==> src/rtl/core/mamm_pkg.sv <==
// Shared constants, codes and types of the matrix add/multiply/min-max unit.
package mamm_pkg;

	// Default sizes
	localparam int MAX_DIM_DEF    = 8;
	localparam int ELEM_WIDTH_DEF = 16;

	// Field widths
	localparam int ACT_W       = 3;
	localparam int POS_W       = 3;
	localparam int VAL_W       = 16;
	localparam int KIND_W      = 3;
	localparam int RES_W       = 35;
	localparam int SEC_W       = 16;
	localparam int CFG_IDX_W   = 3;
	localparam int CFG_DATA_W  = 4;
	localparam int IN_TDATA_W  = 24;
	localparam int OUT_TDATA_W = 64;

	// Actions carried on the input tuser
	localparam logic [ACT_W-1:0] ACT_LOAD_A = 3'd0;
	localparam logic [ACT_W-1:0] ACT_LOAD_B = 3'd1;
	localparam logic [ACT_W-1:0] ACT_SUM    = 3'd2;
	localparam logic [ACT_W-1:0] ACT_PROD   = 3'd3;
	localparam logic [ACT_W-1:0] ACT_MINMAX = 3'd4;

	// Result kinds carried on the output tuser
	localparam logic [KIND_W-1:0] KIND_SUM     = 3'd0;
	localparam logic [KIND_W-1:0] KIND_PROD    = 3'd1;
	localparam logic [KIND_W-1:0] KIND_MM_A    = 3'd2;
	localparam logic [KIND_W-1:0] KIND_MM_B    = 3'd3;
	localparam logic [KIND_W-1:0] KIND_INVALID = 3'd4;

	// Configuration register indexes
	localparam logic [CFG_IDX_W-1:0] CFG_ROWS_A = 3'd0;
	localparam logic [CFG_IDX_W-1:0] CFG_COLS_A = 3'd1;
	localparam logic [CFG_IDX_W-1:0] CFG_ROWS_B = 3'd2;
	localparam logic [CFG_IDX_W-1:0] CFG_COLS_B = 3'd3;

	// Sequencer states
	typedef enum logic [1:0] {
		ST_IDLE,
		ST_RUN,
		ST_DRAIN,
		ST_EMIT
	} state_t;

endpackage

==> src/rtl/core/matrix_add_multiply_minmax_unit.sv <==
// A load is written into its store, and the unit stays ready for the next transaction.
// For a product element, one shared multiplier is fed one term per cycle
// through the registered store read, then the read/multiply/accumulate pipe drains.
// A sum element takes one read and one add; min/max reads every element of each matrix.
// Reset (arst_n, asynchronous, active low) sets all dimensions to 1 and idles the sequencer;
// the element stores are not cleared and hold nothing defined until written.
module matrix_add_multiply_minmax_unit #(
	parameter int MAX_DIM    = mamm_pkg::MAX_DIM_DEF,
	parameter int ELEM_WIDTH = mamm_pkg::ELEM_WIDTH_DEF
) (
	input  logic                                clk,
	input  logic                                arst_n,
	// configuration write channel
	input  logic                                cfg_valid,
	output logic                                cfg_ready,
	input  logic [mamm_pkg::CFG_IDX_W-1:0]      cfg_index,
	input  logic [mamm_pkg::CFG_DATA_W-1:0]     cfg_data,
	// input stream
	input  logic                                s_axis_tvalid,
	output logic                                s_axis_tready,
	// [2:0] row, [5:3] col, [21:6] value, [23:22] zero
	input  logic [mamm_pkg::IN_TDATA_W-1:0]     s_axis_tdata,
	// [2:0] action
	input  logic [mamm_pkg::ACT_W-1:0]          s_axis_tuser,
	// output stream
	output logic                                m_axis_tvalid,
	input  logic                                m_axis_tready,
	// [2:0] out_row, [5:3] out_col, [40:6] result_value, [56:41] second_value, [63:57] zero
	output logic [mamm_pkg::OUT_TDATA_W-1:0]    m_axis_tdata,
	// [2:0] kind
	output logic [mamm_pkg::KIND_W-1:0]         m_axis_tuser,
	output logic                                m_axis_tlast
);

	localparam int IW    = (MAX_DIM > 1) ? $clog2(MAX_DIM) : 1;
	localparam int DEPTH = MAX_DIM * MAX_DIM;
	localparam int AW    = (DEPTH > 1) ? $clog2(DEPTH) : 1;
	localparam int EW    = ELEM_WIDTH;
	localparam int RW    = mamm_pkg::RES_W;
	localparam int PW    = mamm_pkg::POS_W;
	localparam int SW    = mamm_pkg::SEC_W;
	localparam int CW    = mamm_pkg::CFG_DATA_W;

	// dimension minus one, after clamping the register into 1..MAX_DIM
	function automatic logic [IW-1:0] dim_m1(input logic [CW-1:0] r);
		logic [IW-1:0] d;
		if (r == '0) begin
			d = '0;
		end else if (r > CW'(MAX_DIM)) begin
			d = IW'(MAX_DIM - 1);
		end else begin
			d = IW'(r - CW'(1));
		end
		return d;
	endfunction

	// configuration registers
	logic [CW-1:0] rows_a_q, cols_a_q, rows_b_q, cols_b_q;

	// sequencer
	mamm_pkg::state_t state_q, state_d;
	logic [mamm_pkg::ACT_W-1:0] op_q, op_d;
	logic inv_q, inv_d;
	logic mat_q, mat_d;
	logic [IW-1:0] i_q, i_d, j_q, j_d, k_q, k_d;
	logic [IW-1:0] pa_m1, qa_m1, pb_m1, qb_m1;
	logic [IW-1:0] ilim, jlim, klim;
	logic issue, acc_clr, load_out;

	// input fields
	logic [PW-1:0] in_row, in_col;
	logic signed [mamm_pkg::VAL_W-1:0] in_value;
	logic in_acc;
	logic ld_a, ld_b;
	logic [AW-1:0] ld_addr;

	// store read and shared arithmetic pipe
	logic signed [EW-1:0] mem_a [DEPTH];
	logic signed [EW-1:0] mem_b [DEPTH];
	logic [AW-1:0] addr_a, addr_b;
	logic [IW-1:0] a_col, b_row;
	logic rv_s1, uv_s2;
	logic first_s1;
	logic signed [EW-1:0] rd_a_s1, rd_b_s1, mm_val;
	logic signed [2*EW-1:0] prod_w;
	logic signed [RW-1:0] unit_s2;
	logic signed [RW-1:0] acc_q;
	logic signed [EW-1:0] mn_q, mx_q;

	// output register
	logic out_valid_q;
	logic [mamm_pkg::KIND_W-1:0] out_kind_q, kind_d;
	logic [PW-1:0] out_row_q, out_col_q, row_d, col_d;
	logic signed [RW-1:0] out_res_q, res_d;
	logic signed [SW-1:0] out_sec_q, sec_d;
	logic out_last_q, last_d;
	logic elem_last;

	// Unpack ports
	assign cfg_ready     = 1'b1;
	assign in_row        = s_axis_tdata[2:0];
	assign in_col        = s_axis_tdata[5:3];
	assign in_value      = s_axis_tdata[21:6];
	assign s_axis_tready = (state_q == mamm_pkg::ST_IDLE);
	assign in_acc        = s_axis_tvalid && s_axis_tready;
	assign ld_addr       = AW'(in_row * MAX_DIM + in_col);
	assign ld_a = in_acc && (s_axis_tuser == mamm_pkg::ACT_LOAD_A)
		&& (int'(in_row) < MAX_DIM) && (int'(in_col) < MAX_DIM);
	assign ld_b = in_acc && (s_axis_tuser == mamm_pkg::ACT_LOAD_B)
		&& (int'(in_row) < MAX_DIM) && (int'(in_col) < MAX_DIM);

	assign m_axis_tvalid = out_valid_q;
	assign m_axis_tuser  = out_kind_q;
	assign m_axis_tlast  = out_last_q;
	assign m_axis_tdata  = {7'd0, out_sec_q, out_res_q, out_col_q, out_row_q};

	// Configuration writes
	always_ff @(posedge clk or negedge arst_n) begin
		if (!arst_n) begin
			rows_a_q <= CW'(1);
			cols_a_q <= CW'(1);
			rows_b_q <= CW'(1);
			cols_b_q <= CW'(1);
		end else if (cfg_valid && cfg_ready) begin
			case (cfg_index)
				mamm_pkg::CFG_ROWS_A: rows_a_q <= cfg_data;
				mamm_pkg::CFG_COLS_A: cols_a_q <= cfg_data;
				mamm_pkg::CFG_ROWS_B: rows_b_q <= cfg_data;
				mamm_pkg::CFG_COLS_B: cols_b_q <= cfg_data;
				default: ;
			endcase
		end
	end

	assign pa_m1 = dim_m1(rows_a_q);
	assign qa_m1 = dim_m1(cols_a_q);
	assign pb_m1 = dim_m1(rows_b_q);
	assign qb_m1 = dim_m1(cols_b_q);

	// Loop bounds for the running command
	always_comb begin
		ilim = pa_m1;
		jlim = qa_m1;
		klim = '0;
		case (op_q)
			mamm_pkg::ACT_PROD: begin
				jlim = qb_m1;
				klim = qa_m1;
			end
			mamm_pkg::ACT_MINMAX: begin
				ilim = mat_q ? pb_m1 : pa_m1;
				jlim = mat_q ? qb_m1 : qa_m1;
			end
			default: ;
		endcase
	end

	assign elem_last = (i_q == ilim) && (j_q == jlim);

	// Store addresses: product walks row i of A and column j of B
	assign a_col  = (op_q == mamm_pkg::ACT_PROD) ? k_q : j_q;
	assign b_row  = (op_q == mamm_pkg::ACT_PROD) ? k_q : i_q;
	assign addr_a = AW'(i_q * MAX_DIM + a_col);
	assign addr_b = AW'(b_row * MAX_DIM + j_q);

	// Result fields presented while emitting
	always_comb begin
		kind_d = mamm_pkg::KIND_SUM;
		row_d  = PW'(i_q);
		col_d  = PW'(j_q);
		res_d  = acc_q;
		sec_d  = '0;
		last_d = elem_last;
		if (inv_q) begin
			kind_d = mamm_pkg::KIND_INVALID;
			row_d  = '0;
			col_d  = '0;
			res_d  = '0;
			last_d = 1'b1;
		end else begin
			case (op_q)
				mamm_pkg::ACT_PROD: kind_d = mamm_pkg::KIND_PROD;
				mamm_pkg::ACT_MINMAX: begin
					kind_d = mat_q ? mamm_pkg::KIND_MM_B : mamm_pkg::KIND_MM_A;
					row_d  = '0;
					col_d  = '0;
					res_d  = RW'(mn_q);
					sec_d  = SW'(mx_q);
					last_d = mat_q;
				end
				default: ;
			endcase
		end
	end

	// Next state and sequencer controls
	always_comb begin
		state_d  = state_q;
		op_d     = op_q;
		inv_d    = inv_q;
		mat_d    = mat_q;
		i_d      = i_q;
		j_d      = j_q;
		k_d      = k_q;
		issue    = 1'b0;
		acc_clr  = 1'b0;
		load_out = 1'b0;
		case (state_q)
			mamm_pkg::ST_IDLE: begin
				if (in_acc && (s_axis_tuser == mamm_pkg::ACT_SUM
						|| s_axis_tuser == mamm_pkg::ACT_PROD
						|| s_axis_tuser == mamm_pkg::ACT_MINMAX)) begin
					op_d    = s_axis_tuser;
					mat_d   = 1'b0;
					i_d     = '0;
					j_d     = '0;
					k_d     = '0;
					acc_clr = 1'b1;
					inv_d   = 1'b0;
					if (s_axis_tuser == mamm_pkg::ACT_SUM) begin
						inv_d = (pa_m1 != pb_m1) || (qa_m1 != qb_m1);
					end else if (s_axis_tuser == mamm_pkg::ACT_PROD) begin
						inv_d = (qa_m1 != pb_m1);
					end
					state_d = inv_d ? mamm_pkg::ST_EMIT : mamm_pkg::ST_RUN;
				end
			end
			mamm_pkg::ST_RUN: begin
				// issue one store read per cycle
				issue = 1'b1;
				if (op_q == mamm_pkg::ACT_MINMAX) begin
					if (j_q == jlim) begin
						if (i_q == ilim) begin
							state_d = mamm_pkg::ST_DRAIN;
						end else begin
							i_d = i_q + IW'(1);
							j_d = '0;
						end
					end else begin
						j_d = j_q + IW'(1);
					end
				end else if (k_q == klim) begin
					state_d = mamm_pkg::ST_DRAIN;
				end else begin
					k_d = k_q + IW'(1);
				end
			end
			mamm_pkg::ST_DRAIN: begin
				if (!rv_s1 && !uv_s2) begin
					state_d = mamm_pkg::ST_EMIT;
				end
			end
			mamm_pkg::ST_EMIT: begin
				if (!out_valid_q || m_axis_tready) begin
					load_out = 1'b1;
					if (inv_q || last_d) begin
						state_d = mamm_pkg::ST_IDLE;
					end else if (op_q == mamm_pkg::ACT_MINMAX) begin
						// move on to matrix B
						mat_d   = 1'b1;
						i_d     = '0;
						j_d     = '0;
						state_d = mamm_pkg::ST_RUN;
					end else begin
						acc_clr = 1'b1;
						k_d     = '0;
						if (j_q == jlim) begin
							i_d = i_q + IW'(1);
							j_d = '0;
						end else begin
							j_d = j_q + IW'(1);
						end
						state_d = mamm_pkg::ST_RUN;
					end
				end
			end
			default: state_d = mamm_pkg::ST_IDLE;
		endcase
	end

	// Sequencer and pipe control registers
	always_ff @(posedge clk or negedge arst_n) begin
		if (!arst_n) begin
			state_q     <= mamm_pkg::ST_IDLE;
			op_q        <= mamm_pkg::ACT_SUM;
			inv_q       <= 1'b0;
			mat_q       <= 1'b0;
			i_q         <= '0;
			j_q         <= '0;
			k_q         <= '0;
			rv_s1       <= 1'b0;
			uv_s2       <= 1'b0;
			out_valid_q <= 1'b0;
		end else begin
			state_q <= state_d;
			op_q    <= op_d;
			inv_q   <= inv_d;
			mat_q   <= mat_d;
			i_q     <= i_d;
			j_q     <= j_d;
			k_q     <= k_d;
			rv_s1   <= issue;
			uv_s2   <= rv_s1 && (op_q != mamm_pkg::ACT_MINMAX);
			if (load_out) begin
				out_valid_q <= 1'b1;
			end else if (m_axis_tready) begin
				out_valid_q <= 1'b0;
			end
		end
	end

	// Element stores: one write port, registered read
	always_ff @(posedge clk) begin
		if (ld_a) begin
			mem_a[ld_addr] <= EW'(in_value);
		end
		if (ld_b) begin
			mem_b[ld_addr] <= EW'(in_value);
		end
		rd_a_s1  <= mem_a[addr_a];
		rd_b_s1  <= mem_b[addr_b];
		first_s1 <= (i_q == '0) && (j_q == '0);
	end

	// Shared unit: multiply for products, add for sums, compare for min/max
	assign prod_w = rd_a_s1 * rd_b_s1;
	assign mm_val = mat_q ? rd_b_s1 : rd_a_s1;

	always_ff @(posedge clk) begin
		if (op_q == mamm_pkg::ACT_PROD) begin
			unit_s2 <= RW'(prod_w);
		end else begin
			unit_s2 <= RW'(rd_a_s1) + RW'(rd_b_s1);
		end
		if (rv_s1 && (op_q == mamm_pkg::ACT_MINMAX)) begin
			if (first_s1 || mm_val < mn_q) begin
				mn_q <= mm_val;
			end
			if (first_s1 || mm_val > mx_q) begin
				mx_q <= mm_val;
			end
		end
		// accumulate one term per cycle
		if (acc_clr) begin
			acc_q <= '0;
		end else if (uv_s2) begin
			acc_q <= acc_q + unit_s2;
		end
	end

	// Output register payload
	always_ff @(posedge clk) begin
		if (load_out) begin
			out_kind_q <= kind_d;
			out_row_q  <= row_d;
			out_col_q  <= col_d;
			out_res_q  <= res_d;
			out_sec_q  <= sec_d;
			out_last_q <= last_d;
		end
	end

	// The unit only takes a transaction with the arithmetic pipe empty
	a_ready_pipe_empty: assert property (@(posedge clk) disable iff (!arst_n)
		s_axis_tready |-> (!rv_s1 && !uv_s2))
		else $error("input ready while arithmetic pipe busy");

	// An accumulate step always follows a store read in the cycle before
	a_acc_after_read: assert property (@(posedge clk) disable iff (!arst_n)
		uv_s2 |-> $past(rv_s1))
		else $error("accumulate without preceding read");

	// Min/max of A is never the final result of a run
	a_mm_a_not_last: assert property (@(posedge clk) disable iff (!arst_n)
		(m_axis_tvalid && m_axis_tuser == mamm_pkg::KIND_MM_A) |-> !m_axis_tlast)
		else $error("min/max of A marked last");

	// Invalid-order results carry zero payload and close the run
	a_invalid_shape: assert property (@(posedge clk) disable iff (!arst_n)
		(m_axis_tvalid && m_axis_tuser == mamm_pkg::KIND_INVALID)
		|-> (m_axis_tlast && m_axis_tdata == '0))
		else $error("malformed invalid-order result");

endmodule
==> config.mk <==
export PLATFORM = sky130hd
export DESIGN_NAME = matrix_add_multiply_minmax_unit
export DESIGN_NICKNAME = d
export VERILOG_FILES = /design/src/rtl/core/mamm_pkg.sv /design/src/rtl/core/matrix_add_multiply_minmax_unit.sv
export SDC_FILE = /design/constraint.sdc
export NUM_CORES = 2
export LEC_CHECK = 0
export BUFFER_PORTS_ARGS = -buffer_cell sky130_fd_sc_hd__buf_2
export CORE_ASPECT_RATIO = 0.8
export CORE_MARGIN = 1.5
export CORE_UTILIZATION = 45
export DETAILED_ROUTE_END_ITERATION = 10
export HOLD_SLACK_MARGIN = 0.02
export PLACE_DENSITY = 0.67
export SLEW_MARGIN = 20
export SYNTH_ARGS = -nofsm -noshare
export SYNTH_HDL_FRONTEND = slang
export SYNTH_SLANG_ARGS = --single-unit
==> constraint.sdc <==
create_clock -name clk -period 7.1 [get_ports clk]
set_clock_uncertainty 0.2 [all_clocks]
set_input_delay 1.42 -clock clk [delete_from_list [all_inputs] [get_ports clk]]
set_output_delay 1.42 -clock clk [all_outputs]
set_load 0.01 [all_outputs]
-- Word level (Yosys, flattened, before mapping)
Memory sizes are Yosys's and may differ from the RTL's. A register that Yosys moved wholly into a read port is not among the register bits.
Index checks and enable logic that the tools add are counted.
- bits in registers: 199
- bits in writable memories: 2048
- bits of input ports: 39
- output and inout port bits: 71
- logic and storage cells: 205
- memories: 2
- add/sub/neg operators: 12
- multipliers: 1
- magnitude comparators: 6
- eq/ne operators: 35
- mux-type cells: 78
- bitwise gates (word level): 1
- reductions and logical operators: 45
- memories (memory ; depth ; bits a word ; rd ports ; clocked after Yosys merged registers in ; wr ports ; RTL line ; RTL):
    mem_a ; 64 ; 16 ; 1 ; 1 ; 1 ; matrix_add_multiply_minmax_unit.sv:78 ; logic signed [EW-1:0] mem_a [DEPTH];
    mem_b ; 64 ; 16 ; 1 ; 1 ; 1 ; matrix_add_multiply_minmax_unit.sv:79 ; logic signed [EW-1:0] mem_b [DEPTH];
- operators with widths (kind ; count):
    3-bit two-way mux ; 34
    35-bit two-way mux ; 2
    35-bit adder ; 1
    16-bit by 16-bit multiplier with 32-bit output ; 1
    3-bit one-hot mux with 3 select lines ; 3
    1-bit two-way mux ; 25
    2-bit inequality test (second input constant) ; 10
    6-bit by 3-bit adder with 6-bit output ; 3
    3-bit inequality test (second input constant) ; 6
    16-bit by 16-bit adder with 17-bit output ; 1
    16-bit > comparator ; 1
    4-bit > comparator (second input constant) ; 4
    4-bit logical NOT ; 4
    16-bit < comparator ; 1
    16-bit two-way mux ; 1
    2-bit two-way mux ; 8
    3-bit by 2-bit equality test with 1-bit output (second input constant) ; 5
    2-bit AND reduction ; 7
    3-bit logical NOT ; 4
    6-bit AND reduction ; 2
    3-bit by 1-bit subtractor with 3-bit output (second input constant) ; 4
    3-bit by 1-bit adder with 3-bit output (second input constant) ; 3
    3-bit equality test ; 3
    1-bit logical AND ; 9
    other kinds (20) ; 36

-- Depth between registers and ports, before layout
- word-level depth: 13
- mapped depth: 25
- gate-level depth less buffers: 24

-- Worst setup path before layout
OpenSTA, ideal clock, no wires.
- path kind: register -> register
- start point: register rd_a_s1[15] (read register of mem_a)
- end point: register unit_s2[30]
- library setup time: 0.133 ns
- arrival: 6.150 ns
- required time: 6.767 ns
- setup slack: 0.617 ns
- stages on the path, launching flop included: 23
- buffers on the path: 3
- period minus slack after synthesis: 6.483 ns
- cells stage by stage: dfxtp_1 clkbuf_1 clkbuf_1 nand2_1 inv_1 fa_1 fa_1 fa_1 fa_1 fa_1 inv_1 fa_1 inv_1 ha_1 clkbuf_1 a21oi_1 o21ai_0 a21oi_1 a31oi_1 or4_1 a31oi_1 xor2_1 o21ai_0
- longest elaborated chain between the ends: 2
- elaborated cells on any way between the ends: 3
- those cells by class: 1 x add/sub; 1 x mul; 1 x mux
- ends and longest elaborated chain (element ; RTL line ; RTL):
    start, declared ; matrix_add_multiply_minmax_unit.sv:84 ; logic signed [EW-1:0] rd_a_s1, rd_b_s1, mm_val;
    16-bit by 16-bit multiplier with 32-bit output or 16-bit by 16-bit adder with 17-bit output (tied branches) ; matrix_add_multiply_minmax_unit.sv:326, matrix_add_multiply_minmax_unit.sv:333 ;
    35-bit two-way mux * ; matrix_add_multiply_minmax_unit.sv:330 ; if (op_q == mamm_pkg::ACT_PROD) begin
    end signal, assigned ; matrix_add_multiply_minmax_unit.sv:331 ; unit_s2 <= RW'(prod_w);
    end signal, assigned ; matrix_add_multiply_minmax_unit.sv:333 ; unit_s2 <= RW'(rd_a_s1) + RW'(rd_b_s1);
    end, declared ; matrix_add_multiply_minmax_unit.sv:86 ; logic signed [RW-1:0] unit_s2;
Mark *: on every way between the ends. The rest lies on a longest branch, timed or not.
A chain may end at the register's enable or synchronous reset.

-- Final worst setup path
- start point: register rd_a_s1[14] (read register of mem_a)
- end point: register unit_s2[30]
The elaborated chain is that of the path after synthesis.

==> out/results.env <==
GRT_SETUP_UNREPAIRED='no'
POSTSYNTHREGISTERBITS=2276
RUN_STATUS='finished clean'
CRITICAL_PATH.STARTPOINT_TYPE='register'
SYNTH_SEQ_AREA_SHARE=0.662
LAYOUT_COMMONEST_CELL='sky130_fd_sc_hd__edfxtp_1'
CRITICAL_PATH_REQUIRED_NS=7.56
FLOORPLAN.CORE_AREA_MM2=0.224
FP.DIEAREA_MM2=0.228
WL_PER_CELL_UM=24.8
POST_SYNTH_INST_COUNT=6634
WORSTPATHMAXFANOUT=11
FINAL_NETS=7289
CRIT_ARRIVAL_NS=7.31
CLOCK_PIN_SLEW_ON_THE_WORST_SETUP_AND_HOLD_PATHS_NS=0.06
DETAIL_ROUTE.WIRELENGTH_UM=248000
WORST-SETUP-PATH-TYPE='reg2reg'
CRITICAL_PATH.ENDPOINT_TYPE='register'
TIMING.MAX_CAP.VIOLATIONS=0
FLIP_FLOP_CELL_WITH_THE_HIGHEST_COUNT_AFTER_SYNTHESIS='sky130_fd_sc_hd__edfxtp_1'
PORT_BUFFERS=99
FILL_CELLS=18100
WORST_SLEW_MARGIN_REL=0.202
SYNTH_EDF_COUNT=2141
CTSHTREEMAXLEVEL=4
HOLD_BUFFERS=0
TRITONCTS.NUM_BUFFERS=215
POST_CTS_RESIZE_COUNT=0
PLACE.GP.CONGESTION=0.865
SUMMED_INSTANCE_AREA_OF_THE_SYNTHESIZED_NETLIST_MM2=0.102
GRT_PASS1_VIAS=56800
DETAILROUTE.VIA_COUNT=57800
FINALSETUPVIOLATIONS=0
SYN2LAYOUT_AREA_GROWTH_PCT=11.5
NUMBER_OF_ANTENNA_VIOLATIONS_AT_THE_FIRST_CHECK_IN_GLOBAL_ROUTING=21
START_UTIL=0.454
GRT_MAX_DEGREE=170
FINAL_CELL_MIX='sky130_fd_sc_hd__edfxtp_1, sky130_fd_sc_hd__nand2_1, sky130_fd_sc_hd__inv_1'
CRITPATHMOSTFREQUENTCELL='sky130_fd_sc_hd__fa_1'
SYNTHESIS.AREA_PER_INSTANCE_UM2=15.3
TIMING_WORST_SLEW_PIN_VALUE_NS=1.19
CRITPATHBUFINV=3
CLOCK_TREE_FROM_TRITONCTS='yes'
CTS.SINKS=2276
FMAX_MHz=146
NUMBER_OF_DISTINCT_LIBRARY_CELL_VARIANTS_IN_THE_GATE_LEVEL_NETLIST_AFTER_SYNTHESIS=90
POST_CTS_BUFFERS=0
CLK_LATENCY_NS=0.91
ROUTE.DETAILED.DRC=0
VIAS_PER_CELL=5.80
TIMING.CRITICAL_PATH.CELLS='nand2_1 -> fa_1 -> fa_1 -> fa_1 -> inv_1 -> fa_1 -> fa_1 -> inv_1 -> fa_1 -> inv_1 -> ha_1 -> a21o_1 -> a21o_1 -> a21o_1 -> o211ai_1 -> a31oi_1 -> or4_1 -> a31oi_1 -> xor2_1 -> o21ai_0'
GLOBAL_ROUTE.USAGE.TOTAL=0.214
BOUNDARYPINS=110
WORST_PATH_LARGEST_CELL_DELAY_NS=0.78
TIMING_MAX_TRANSITION_VIOLATIONS_FINAL=0
DRT_PRE_ANTENNA_ITERS=5
CRITICAL_PATH.SLOWEST_CELL='sky130_fd_sc_hd__dfxtp_1'
POST-DP-HPWL_UM=150000
PLACEMENTROWS=155
FINAL_LAYOUT_SIZE_SUFFIX_GT1_FRAC=0.152
YOSYS.AREA.TOP_TYPE_SHARE=0.633
SYNTH_TOP_AREA_CELL='sky130_fd_sc_hd__edfxtp_1'
CLOCKBUFFERDEPTH=4
INSERTEDDIODECOUNT=0
SETUP_TOTAL_NEGATIVE_SLACK_NS=0
ANTENNA_LEFT=0
GLOBALROUTEOVERFLOWTOTAL=0
FINALHOLDVIOLATIONS=0
CELL_TYPE_GROUP_WITH_THE_LARGEST_TOTAL_DELAY_ON_THE_CRITICAL_PATH='adder cells'
CELL_CHOSEN_FOR_THE_CLOCK_ROOT='sky130_fd_sc_hd__clkbuf_16'
YS_TOP_CELLS_BY_AREA='sky130_fd_sc_hd__edfxtp_1, sky130_fd_sc_hd__mux4_2, sky130_fd_sc_hd__fa_1, sky130_fd_sc_hd__nand2_1, sky130_fd_sc_hd__a211oi_1'
HOLD_PATH.CLASS='reg2reg'
MIN_PERIOD_NS=6.85
FINALCRITPERIODSHARE=0.965
CHIPWIDTH_UM=534
YOSYS_WARNINGS=0
ASYNCSETRESETFLOPFRACSYNTH=0.0154
DIE_HEIGHT_UM=428
GRT_FIRST_PASS_WIRELENGTH_UM=368000
DETAILEDROUTE.FIRSTITERATIONVIOLATIONS=6420
## cell usage after synthesis, drive strengths merged, types with 120 or more instances
master	instances
edfxtp	2141
nand2	768
and2	397
inv	376
a211oi	351
mux4	336
clkbuf	268
fa	264
a21oi	240
nor2	234
ha	177
a31oi	157
a311oi	130
buf	120
## path summary, 6_finish.rpt
path | start | to | slack [ns] | depth (start not counted)
min reg2reg | cols_a_q[0] | cols_a_q[0] | 0.32 | 2
max | rd_a_s1[14] | unit_s2[30] | 0.25 | 20
max reg2reg | rd_a_s1[14] | unit_s2[30] | 0.25 | 20
min in group asynchronous | arst_n | j_q[0] | 0.49 | 1
max in group asynchronous | arst_n | j_q[2] | 5.54 | 1
min | cols_a_q[0] | cols_a_q[0] | 0.32 | 2
## cells by family (layout without fill, tap and decap cells)
family | count (synthesis) | in the layout | share of synthesized area
other cells | 2 | 8 | 0.0000740
simple gates | 1573 | 1573 | 0.0722
flops | 2276 | 2276 | 0.662
buf+inv | 764 | 1106 | 0.0303
fa+ha+maj | 448 | 448 | 0.0746
xor+xnor | 83 | 83 | 0.00716
mux | 389 | 389 | 0.0800
compound gates | 1099 | 1099 | 0.0739
## worst min-delay path, delay by kind of cell, from the launching register on
| family | cells | cell delay, ns |
|---|---|---|
| flops | 1 | 0.37 |
| compound gates | 1 | 0.08 |
| buf+inv | 1 | 0.06 |
## stage by stage
step                 util  setup slack (ns)  cells  area (µm²)  hold WS, ns
floorplan               -             0.617   6640      102000        0.258
global placement    0.475             0.212   9574      106000        0.295
detailed placement  0.475             0.117   9574      106000        0.315
CTS                 0.506            0.0786   9964      113000        0.320
global route        0.506           0.00177   9965      113000        0.338
finish              0.506             0.246   9965      113000        0.321
## final cells by class
cell class	instances	area, µm²	share of cell area
Sequential cell	2276	67200	0.594
Clock inverter	128	1230	0.0109
Clock buffer	262	5630	0.0497
Multi-Input combinational cell	3600	31400	0.278
Timing Repair Buffer	340	2550	0.0225
Inverter	376	1410	0.0125
Tap cell	2983	3730	0.0330
## flip-flops by register name (all words and copies together), names as in the netlist, 2 cells and up
name	flops
out_col_q	3
mn_q	16
i_q	3
j_q	3
rows_a_q	4
acc_q	35
cols_a_q	4
out_sec_q	16
out_row_q	3
op_q	3
k_q	3
rows_b_q	4
rd_b_s1	16
mx_q	16
unit_s2	32
cols_b_q	4
state_q	2
out_res_q	35
mem_b	1024
mem_a	1024
m_axis_tuser	3
rd_a_s1	16
## per-layer routing
layer / GRT usage / part of all wire
met1: 0.319 / 0.43
met2: 0.328 / 0.46
met3: 0.0383 / 0.095
met4: 0.0497 / 0.023
met5: 0 / 0.000093
Power is left out: the tool's default activity adds up to more than one toggle a clock period on the data nets, which glitch-free logic cannot reach.
